$ cat config.mk
export PLATFORM = sky130hd
export DESIGN_NAME = timed_event_scheduler
export DESIGN_NICKNAME = d
export VERILOG_FILES = /design/src/sv/tes_pkg.sv /design/src/sv/timed_event_scheduler.sv
export SDC_FILE = /design/constraint.sdc
export NUM_CORES = 2
export LEC_CHECK = 0
export BUFFER_PORTS_ARGS = -buffer_cell sky130_fd_sc_hd__buf_2
export CORE_ASPECT_RATIO = 1.75
export CORE_MARGIN = 4
export CORE_UTILIZATION = 45
export CTS_BUF_LIST = sky130_fd_sc_hd__clkbuf_4 sky130_fd_sc_hd__clkbuf_8 sky130_fd_sc_hd__clkbuf_16
export CTS_CLUSTER_DIAMETER = 80
export DETAILED_ROUTE_END_ITERATION = 6
export PLACE_DENSITY = 0.61
export SLEW_MARGIN = 5
export SYNTH_ARGS = -nofsm -noshare
export SYNTH_HDL_FRONTEND = slang
export SYNTH_SLANG_ARGS = --single-unit
$ cat constraint.sdc
create_clock -name clk -period 10.1 [get_ports clk]
set_input_delay 1.01 -clock clk [delete_from_list [all_inputs] [get_ports clk]]
set_output_delay 1.01 -clock clk [all_outputs]
set_load 0.03 [all_outputs]
$ cat src/sv/tes_pkg.sv
// shared types and codes of the timed event scheduler
package tes_pkg;

  localparam int TIME_W     = 32;
  localparam int HANDLE_W   = 16;
  localparam int RESULT_CAP = 17;
  localparam int NRES_W     = $clog2(RESULT_CAP + 1);

  localparam logic [1:0] CMD_ADD   = 2'd0;
  localparam logic [1:0] CMD_START = 2'd1;
  localparam logic [1:0] CMD_TICK  = 2'd2;

  localparam logic [1:0] KIND_ADD      = 2'd0;
  localparam logic [1:0] KIND_START    = 2'd1;
  localparam logic [1:0] KIND_USER     = 2'd2;
  localparam logic [1:0] KIND_PERIODIC = 2'd3;

  localparam logic [1:0] STATUS_OK   = 2'd0;
  localparam logic [1:0] STATUS_FULL = 2'd1;
  localparam logic [1:0] STATUS_BUSY = 2'd2;

  localparam logic [TIME_W-1:0] INTERVAL_RESET = 32'd1000;

  typedef enum logic [2:0] {
    S_IDLE,
    S_ADD_READ,
    S_ADD_CMP,
    S_ADD_PUT,
    S_TICK_READ,
    S_TICK_EVAL,
    S_FLUSH
  } state_t;

  typedef struct packed {
    logic [TIME_W-1:0]   tstamp;
    logic [HANDLE_W-1:0] handle;
  } slot_t;

  typedef struct packed {
    logic [1:0]          kind;
    logic [HANDLE_W-1:0] handle;
    logic [TIME_W-1:0]   tstamp;
    logic [1:0]          status;
    logic                done_flag;
  } res_t;

endpackage

$ cat src/sv/timed_event_scheduler.sv
// timed event scheduler: sorted event table in memory with tick driven firing
//
// command channel (cmd_valid / cmd_stall) takes add, start and tick words;
// result channel (res_valid / res_stall) gives one word per result, with last
// set on the final word of each command. registers period_ms (0x0) and
// periodic_base (0x4) sit on the apb port.
// the event table is one memory of MAX_EVENTS slots, one read and one write a
// cycle, read data registered. an add walks the table from its tail, one slot
// a cycle, shifting later events up. a tick reads the next user slot and fires
// in time order, up to 17 results.
// one command is worked on at a time; cmd_stall is high until the last word
// of the current command has entered the output register.
// a stalled result holds in the output register and the next result waits in
// a holding register, so the walk pauses until the receiver takes words.
// reset empties the table, stops the run and sets the interval to 1000 ms.
module timed_event_scheduler import tes_pkg::*; #(
  parameter int MAX_EVENTS = 16
) (
  input  logic                clk,
  input  logic                rst,
  input  logic                cmd_valid,
  output logic                cmd_stall,
  input  logic [1:0]          command,
  input  logic [TIME_W-1:0]   event_time,
  input  logic [HANDLE_W-1:0] event_handle,
  output logic                res_valid,
  input  logic                res_stall,
  output logic [1:0]          kind,
  output logic [HANDLE_W-1:0] handle_out,
  output logic [TIME_W-1:0]   fire_time,
  output logic [1:0]          status,
  output logic                done_res,
  output logic                last,
  input  logic                psel,
  input  logic                penable,
  input  logic                pwrite,
  input  logic [2:0]          paddr,
  input  logic [31:0]         pwdata,
  output logic [31:0]         prdata,
  output logic                pready
);

  localparam int AW = (MAX_EVENTS > 1) ? $clog2(MAX_EVENTS) : 1;
  localparam int CW = $clog2(MAX_EVENTS + 1);

  state_t state, state_next;

  slot_t mem [MAX_EVENTS];
  slot_t rd_word;
  logic [AW-1:0] rd_addr, mem_wa;
  logic mem_we;
  slot_t mem_wd;

  logic [TIME_W-1:0] period_ms, periodic_base;
  logic [CW-1:0] stored_count, stored_count_next;
  logic [CW-1:0] next_slot, next_slot_next;
  logic [TIME_W-1:0] elapsed_ms, elapsed_ms_next;
  logic [TIME_W-1:0] periodic_last, periodic_last_next;
  logic running, running_next;
  logic [AW-1:0] idx, idx_next;
  slot_t add_word, add_word_next;
  res_t pend, pend_next;
  logic pend_valid, pend_valid_next;
  logic per_done, per_done_next;
  logic [NRES_W-1:0] n_res, n_res_next;

  logic push, push_last;
  logic out_free, cmd_accept, can_emit, slot_end;
  logic [TIME_W-1:0] iv, pt;
  logic [TIME_W:0] per_sum;
  logic pv;
  logic [CW-1:0] next_slot_inc;

  assign cmd_stall  = (state != S_IDLE);
  assign cmd_accept = cmd_valid && !cmd_stall;
  assign out_free   = !res_valid || !res_stall;
  assign can_emit   = !pend_valid || out_free;

  assign iv      = (period_ms == '0) ? TIME_W'(1) : period_ms;
  assign per_sum = {1'b0, periodic_last} + {1'b0, iv};
  assign pv      = !per_sum[TIME_W];
  assign pt      = per_sum[TIME_W-1:0];
  assign next_slot_inc = next_slot + 1'b1;
  assign slot_end      = (next_slot_inc >= stored_count);

  assign pready = 1'b1;
  assign prdata = paddr[2] ? periodic_base : period_ms;

  always_comb begin
    case (state)
      S_ADD_READ: rd_addr = idx;
      S_ADD_CMP:  rd_addr = idx - 1'b1;
      default:    rd_addr = next_slot[AW-1:0];
    endcase
  end

  // event table
  always_ff @(posedge clk) begin
    if (mem_we) begin
      mem[mem_wa] <= mem_wd;
    end
    rd_word <= mem[rd_addr];
  end

  always_ff @(posedge clk) begin
    if (rst) begin
      state <= S_IDLE;
    end else begin
      state <= state_next;
    end
  end

  always_comb begin
    state_next         = state;
    stored_count_next  = stored_count;
    next_slot_next     = next_slot;
    elapsed_ms_next    = elapsed_ms;
    periodic_last_next = periodic_last;
    running_next       = running;
    idx_next           = idx;
    add_word_next      = add_word;
    pend_next          = pend;
    pend_valid_next    = pend_valid;
    per_done_next      = per_done;
    n_res_next         = n_res;
    push               = 1'b0;
    push_last          = 1'b0;
    mem_we             = 1'b0;
    mem_wa             = '0;
    mem_wd             = add_word;

    case (state)
      S_IDLE: begin
        if (cmd_accept) begin
          case (command)
            CMD_ADD: begin
              add_word_next   = '{tstamp: event_time, handle: event_handle};
              pend_next       = '{KIND_ADD, '0, '0, STATUS_OK, 1'b0};
              pend_valid_next = 1'b1;
              state_next      = S_FLUSH;
              if (running) begin
                pend_next.status = STATUS_BUSY;
              end else if (stored_count >= CW'(MAX_EVENTS)) begin
                pend_next.status = STATUS_FULL;
              end else if (stored_count == '0) begin
                mem_we            = 1'b1;
                mem_wa            = '0;
                mem_wd            = '{tstamp: event_time, handle: event_handle};
                stored_count_next = stored_count + 1'b1;
              end else begin
                idx_next   = AW'(stored_count - 1'b1);
                state_next = S_ADD_READ;
              end
            end
            CMD_START: begin
              pend_next       = '{KIND_START, '0, '0, STATUS_OK, 1'b0};
              pend_valid_next = 1'b1;
              state_next      = S_FLUSH;
              if (running) begin
                pend_next.status = STATUS_BUSY;
              end else if (stored_count == '0) begin
                pend_next.done_flag = 1'b1;
              end else begin
                running_next       = 1'b1;
                elapsed_ms_next    = '0;
                next_slot_next     = '0;
                periodic_last_next = periodic_base;
              end
            end
            CMD_TICK: begin
              if (running) begin
                if (elapsed_ms != '1) begin
                  elapsed_ms_next = elapsed_ms + 1'b1;
                end
                per_done_next   = 1'b0;
                n_res_next      = '0;
                pend_valid_next = 1'b0;
                state_next      = S_TICK_READ;
              end
            end
            default: begin
            end
          endcase
        end
      end
      S_ADD_READ: begin
        state_next = S_ADD_CMP;
      end
      S_ADD_CMP: begin
        mem_we = 1'b1;
        mem_wa = idx + 1'b1;
        if (rd_word.tstamp > add_word.tstamp) begin
          mem_wd = rd_word;
          if (idx == '0) begin
            state_next = S_ADD_PUT;
          end else begin
            idx_next = idx - 1'b1;
          end
        end else begin
          stored_count_next = stored_count + 1'b1;
          state_next        = S_FLUSH;
        end
      end
      S_ADD_PUT: begin
        mem_we            = 1'b1;
        mem_wa            = '0;
        stored_count_next = stored_count + 1'b1;
        state_next        = S_FLUSH;
      end
      S_TICK_READ: begin
        state_next = S_TICK_EVAL;
      end
      S_TICK_EVAL: begin
        if (!running || n_res >= NRES_W'(RESULT_CAP) || next_slot >= stored_count) begin
          state_next = S_FLUSH;
        end else if (pv && pt <= rd_word.tstamp) begin
          if (per_done || pt > elapsed_ms) begin
            state_next = S_FLUSH;
          end else if (can_emit) begin
            push               = pend_valid;
            pend_next          = '{KIND_PERIODIC, '0, pt, STATUS_OK, 1'b0};
            pend_valid_next    = 1'b1;
            n_res_next         = n_res + 1'b1;
            periodic_last_next = pt;
            per_done_next      = 1'b1;
          end
        end else begin
          if (rd_word.tstamp > elapsed_ms) begin
            state_next = S_FLUSH;
          end else if (can_emit) begin
            push            = pend_valid;
            pend_next       = '{KIND_USER, rd_word.handle, rd_word.tstamp, STATUS_OK,
                                slot_end};
            pend_valid_next = 1'b1;
            n_res_next      = n_res + 1'b1;
            next_slot_next  = next_slot_inc;
            if (slot_end) begin
              running_next = 1'b0;
            end
            state_next = S_TICK_READ;
          end
        end
      end
      S_FLUSH: begin
        if (!pend_valid) begin
          state_next = S_IDLE;
        end else if (out_free) begin
          push            = 1'b1;
          push_last       = 1'b1;
          pend_valid_next = 1'b0;
          state_next      = S_IDLE;
        end
      end
      default: begin
        state_next = S_IDLE;
      end
    endcase
  end

  always_ff @(posedge clk) begin
    if (rst) begin
      period_ms     <= INTERVAL_RESET;
      periodic_base <= '0;
      stored_count  <= '0;
      next_slot     <= '0;
      elapsed_ms    <= '0;
      periodic_last <= '0;
      running       <= 1'b0;
      pend_valid    <= 1'b0;
      per_done      <= 1'b0;
      n_res         <= '0;
      res_valid     <= 1'b0;
    end else begin
      if (psel && penable && pwrite) begin
        if (paddr[2]) begin
          periodic_base <= pwdata;
        end else begin
          period_ms <= pwdata;
        end
      end
      stored_count  <= stored_count_next;
      next_slot     <= next_slot_next;
      elapsed_ms    <= elapsed_ms_next;
      periodic_last <= periodic_last_next;
      running       <= running_next;
      pend_valid    <= pend_valid_next;
      per_done      <= per_done_next;
      n_res         <= n_res_next;
      if (push) begin
        res_valid <= 1'b1;
      end else if (!res_stall) begin
        res_valid <= 1'b0;
      end
    end
  end

  always_ff @(posedge clk) begin
    idx      <= idx_next;
    add_word <= add_word_next;
    pend     <= pend_next;
    if (push) begin
      kind       <= pend.kind;
      handle_out <= pend.handle;
      fire_time  <= pend.tstamp;
      status     <= pend.status;
      done_res   <= pend.done_flag;
      last       <= push_last;
    end
  end

endmodule

# After elaboration in Yosys (flattened, before gate mapping)
# Memory sizes are Yosys's and may differ from the RTL's. A register that Yosys moved wholly into a read port is not among the register bits.
# Index checks and enable logic that the tools add are counted.
# totals
reg_bits	309
ramBits	768
mem_count	1
inputBits	92
elab_cells	262
# op_classes
eq_ne	43
order_cmp	8
n_addsub	8
muxes	133
reduce_logical	42
n_bitwise	1
# memory_table
memory	words	word_bits	read_ports	rd_clocked_by_memory_dff	write_ports	line_no	source
mem	16	48	1	1	1	timed_event_scheduler.sv:48	slot_t mem [MAX_EVENTS];
# op_table
cell	n
$mux 32	14
$mux 53	7
$mux 48	6
$pmux 53 s2	2
$pmux 32 s2	2
$mux 5	22
$gt 32x32->1	3
$pmux 48 s2	1
$mux 1	42
$mux 3	14
$reduce_and 7->1	6
$ne 2x2->1 const B	20
$add 32x32->33	1
$add 32x1->32 const B	1
$le 32x32->1	1
$logic_not 32->1	1
$mux 4	8
$ne 32x32->1 const B	1
$reduce_and 8->1	3
$pmux 3 s7	1
$pmux 5 s2	2
$reduce_and 9->1	2
$pmux 4 s2	2
$add 5x1->5 const B	3
other kinds (34)	70

# Longest topological paths before layout
# depth
ltp_word	10
depth_mapped	26
mapped_depth_nobuf	23

# Least setup slack after synthesis
# No wires, ideal clock.
# synth_timing
path_kind	reg2reg
start	register period_ms[25]
end	register pend[0] (netlist name) (enable)
setup_ns	0.529
t_arrival_ns	8.308
path_buffers	0
period_less_slack_ns	8.837
setup_slack_ns	1.263
path_stages_with_launch	23
cell_sequence	dfxtp_1 > nor4_1 > nand4_1 > o21bai_1 > ha_1 > a21o_1 > nand4_1 > a21o_1 > a2111o_1 > nand2_1 > o21ai_1 > o31ai_1 > a21oi_1 > xnor2_1 > ha_1 > nand4_1 > nor4_1 > nand4b_1 > nand2_1 > a2bb2oi_2 > nand2_2 > o211a_4 > nor3_1
# synth_via
elab_chain_len	7
# synth_lines
item	line_no	source
start, declared	timed_event_scheduler.sv:54	logic [TIME_W-1:0] period_ms, periodic_base;
start signal, assigned	timed_event_scheduler.sv:278	period_ms <= pwdata;
$logic_not 32->1	timed_event_scheduler.sv:79	assign iv = (period_ms == '0) ? TIME_W'(1) : period_ms;
$mux 32 *	timed_event_scheduler.sv:79	
$add 32x32->33 *	timed_event_scheduler.sv:80	assign per_sum = {1'b0, periodic_last} + {1'b0, iv};
$le 32x32->1, or another cell as far along	timed_event_scheduler.sv:216	end else if (pv && pt <= rd_word.tstamp) begin
$logic_and 1x1->1 or $logic_or 1x1->1 (tied branches)	timed_event_scheduler.sv:216, timed_event_scheduler.sv:217	
$ne 3x3->1 (no line)	n/a	
$reduce_and 7->1 (no line) *	n/a	
end signal, assigned	timed_event_scheduler.sv:300	pend <= pend_next;
end, declared	timed_event_scheduler.sv:62	res_t pend, pend_next;
# Mark *: on every way between the ends. The rest lies on a longest branch, timed or not.
# A chain may end at the register's enable or synchronous reset.

# Final worst setup path
# layout_timing
start	register period_ms[24]
end	register fire_time[17] (enable)
# layout_via
elab_chain_len	9
# layout_lines
item	line_no	source
$logic_not 32->1	timed_event_scheduler.sv:79	
$mux 32 *	timed_event_scheduler.sv:79	
$add 32x32->33 *	timed_event_scheduler.sv:80	
$gt 32x32->1	timed_event_scheduler.sv:217	if (per_done || pt > elapsed_ms) begin
$logic_or 1x1->1	timed_event_scheduler.sv:217	
$mux 1	timed_event_scheduler.sv:217	
$mux 1 *	timed_event_scheduler.sv:216	
$mux 1 *	timed_event_scheduler.sv:214	if (!running || n_res >= NRES_W'(RESULT_CAP) || next_slot >= stored_count) begin
$pmux 1 s2 *	timed_event_scheduler.sv:132	case (state)
via push	timed_event_scheduler.sv:67	logic push, push_last;
end signal, assigned	timed_event_scheduler.sv:304	fire_time <= pend.tstamp;
end, declared	timed_event_scheduler.sv:30	output logic [TIME_W-1:0] fire_time,
# Mark *: on every way through the listed nets, which the timed path passes. The rest lies on a longest branch.

==> run summary <==
status: finished clean
sequential area share after synthesis: 64.1%
Core Area: 109000 um^2
crit path max fanout: 36
critical path startpoint category: flip-flop
# setup viols final: 0
synth warn: 0
Multi-input gate area: 16600 um^2
Cell Area, Synth: 49600 um^2
Clock Sinks: 1125
initial antenna violation count: 22
All-Layer GR Usage: 22.1%
max-slew violation count: 0
reg2reg path depth: 26
Via density: 5.84
measured slew at the worst slew-check pin: 1.13 ns
IO buf count: 177
Tmin final: 7.63 ns
reg-to-reg endpoint: fire_time[17]$_DFFE_PP_
crit end category: flip-flop
relative slew slack: 24.6%
Tcrit/Tclk final: 75.5%
critical path's top delay family: compound AO/OA/AOI/OAI gates
hold path startpoint: pend[38]$_SDFFCE_PP0P_
TritonRoute pass-1 iters: 5
starting density of the core: 45.4%
Hold Crit Class: reg2reg
Fin Setup TNS: 0 ns
H-tree depth: 3
CTS max path bufs: 3
Design Power: 16.2 mW
Arrival @ worst endpoint: 7.97 ns
CP max stage cell: nor4_1
dpl ws: 2.42 ns
die area: 116000 um^2
Nets: 3966
dpl hpwl: 79200 um
Post-synth EDFFs: 927
Syn Inst Count: 3580
Peak VDD IR: 368 uV
MaxCap Viol Count: 0
Final Worst Setup Slack: 2.47 ns
commonest non-fill, non-tap cell in the layout: edfxtp_1
P per Cell Area: 292 nW/um^2
synth unique cells: 79
flop-to-flop setup slack: 2.47 ns
vias in the first global route: 30.6k
final hold vios: 0
Skew-Pair Late Insertion Delay: 0.72 ns
drt drc: 0
drt wl/cell: 24.8 um
Top Ports: 181
Critical Path RT: 10.44 ns
# hold bufs at CTS: 0
DRT iter0 DRCs: 2445
die height: 447 um
hold path cells: 0
asr flop ratio synth: 0%
largest net degree at the start of global routing: 145
FF-to-FF Start: period_ms[24]$_SDFFE_PP0P_
Syn Area/Cell: 13.8 um^2
Placer Congestion: 0.899
Worst Hold Path EP: handle_out[3]$_DFFE_PP_
Inserted Clock Buffers: 98
Worst path max stage delay: 0.58 ns
unrepaired setup endpoints after global routing: false
Fillers: 9206
first-pass GRT wire length: 192000 um
Reg clk slew, reported paths: 0.07 ns
Synth Register Bits: 1125
row count: 160
Peak Freq: 131 MHz
Setup Buffers After CTS: 0
Die Wd: 259 um
Synth Flop Type: edfxtp_1
Root Buffer: clkbuf_16
DRT antenna net count: 0
register area: 31800 um^2
Crit path buffers/inverters: 3
most frequent cells in the layout: edfxtp_1, nand2_1, a21oi_1, dfxtp_1, mux4_2
post-CTS sizing: 0
Finished Layout Cells: 5238
Leakage Power: 19.4 nW
final wirelength: 130000 um
CTS tree: yes
WS Path Type: reg2reg
clk_skew: 0.0362 ns
Area growth syn-to-layout: 12.1%
dpl cells: 5049
Synthesized Nets: 3855
via count of the routed design: 30.6k
total grt overflow: 0
fraction of layout cells with a size suffix above 1: 18.2%
## where the power goes
| part | leakage, nW | switching, mW | internal, mW |
|---|---|---|---|
| combinational | 7.69 | 3.57 | 2.10 |
| clock | 1.71 | 1.73 | 2.27 |
| sequential | 10.0 | 0.357 | 6.16 |
## per-layer routing
metal  part of all wire (%)  vias up  GRT usage, %
li1                       -    13900             -
met1                     38    15500          26.1
met2                     52      904          40.2
met3                    5.8      269          3.90
met4                    3.9       36          8.26
met5                   0.17        -             0
## kinds of logic (layout without fill, tap and decap cells)
kind of cell,count (synthesis),after routing,share of synthesized area [%]
fa+ha+maj,183,183,4.63
xor+xnor,63,63,1.11
other cells,1,6,0.00756
flops,1125,1125,64.1
buf+inv,355,550,2.81
compound gates,723,723,8.86
simple gates,849,849,7.82
mux,281,281,10.6
## state kept, by name, summed over array words and instances, names as in the netlist, 2 cells and up
register       count
add_word          48
elapsed_ms        32
fire_time         32
handle_out        16
idx                4
kind               2
mem              768
n_res              5
next_slot          5
pend              53
period_ms         32
periodic_base     32
periodic_last     32
rd_word           48
state              3
status             2
stored_count       5
## how the worst max path moves through the flow
stage / start / end / cells past startpoint
floorplan: period_ms[25]$_SDFFE_PP0P_ / pend[0]$_DFFE_PP_ / 22
global placement: period_ms[24]$_SDFFE_PP0P_ / fire_time[17]$_DFFE_PP_ / 26
detailed placement: period_ms[24]$_SDFFE_PP0P_ / fire_time[11]$_DFFE_PP_ / 26
CTS: period_ms[24]$_SDFFE_PP0P_ / fire_time[20]$_DFFE_PP_ / 26
global route: period_ms[24]$_SDFFE_PP0P_ / fire_time[20]$_DFFE_PP_ / 26
finish: period_ms[24]$_SDFFE_PP0P_ / fire_time[17]$_DFFE_PP_ / 26
## synth_stat cells, drive strengths merged (7+ instances only)
library cell  number  area [um^2]
mux2i             58          581
mux4             192         4320
or3                8         50.1
nand3             62          310
and2               7         43.8
nor2b             64          400
and3              24          150
a31oi             12         81.3
nor4              20          125
a311oi            25          219
a21o              28          210
clkbuf           166          623
buf               56          272
and4               9         78.8
a21oi            310         1550
xor2               8         70.1
o21a              13         97.6
or4                7         52.6
o21ai            108          544
inv              131          492
edfxtp           927        27800
o31ai              9         81.3
nand2            392         1470
o22ai            100          626
a211oi            62          465
ha               182         2280
xnor2             55          482
nand4             41          257
nor3              21          120
mux2              31          349
nor2             167          627
nand2b            12         75.1
dfxtp            198         3960
## cell type report
type | count | share of cell area, %
clock buffer | 140 | 5.12
timing repair buffer | 233 | 2.42
tap | 1458 | 3.28
sequential | 1125 | 57.2
clock inverter | 44 | 1.13
inverter | 133 | 0.901
antenna | 5 | 0.0225
multi-input combinational | 2100 | 29.9
## per-stage QoR
stage / hold slack (ns) / util (%) / area, um^2
floorplan: 0.400 / - / 49600
global placement: 0.401 / 47.7 / 52100
detailed placement: 0.405 / 47.7 / 52100
CTS: 0.417 / 50.9 / 55500
global route: 0.426 / 50.9 / 55500
finish: 0.416 / 50.9 / 55600
## worst reg2reg max path, stage by stage (launching register included)
cell and delay, ns:
dfxtp_1 0.37, nor4_1 0.58, nand4_1 0.28, o21bai_1 0.21, ha_1 0.19, a21o_1 0.15, nand4_1 0.15, a21o_1 0.22
a2111o_1 0.53, nand2_1 0.20, o21ai_1 0.09, buf_4 0.17, o31ai_1 0.54, a21oi_1 0.16, xnor2_1 0.21, ha_1 0.35
nand4_1 0.24, nor4_1 0.51, nand4b_1 0.20, nand2_1 0.14, a2bb2oi_2 0.16, nand2_2 0.07, buf_4 0.27, o21ai_0 0.25
nand3_1 0.17, a21oi_4 0.33, buf_4 0.47
No activity file was read; power rests on OpenSTA's default activity.
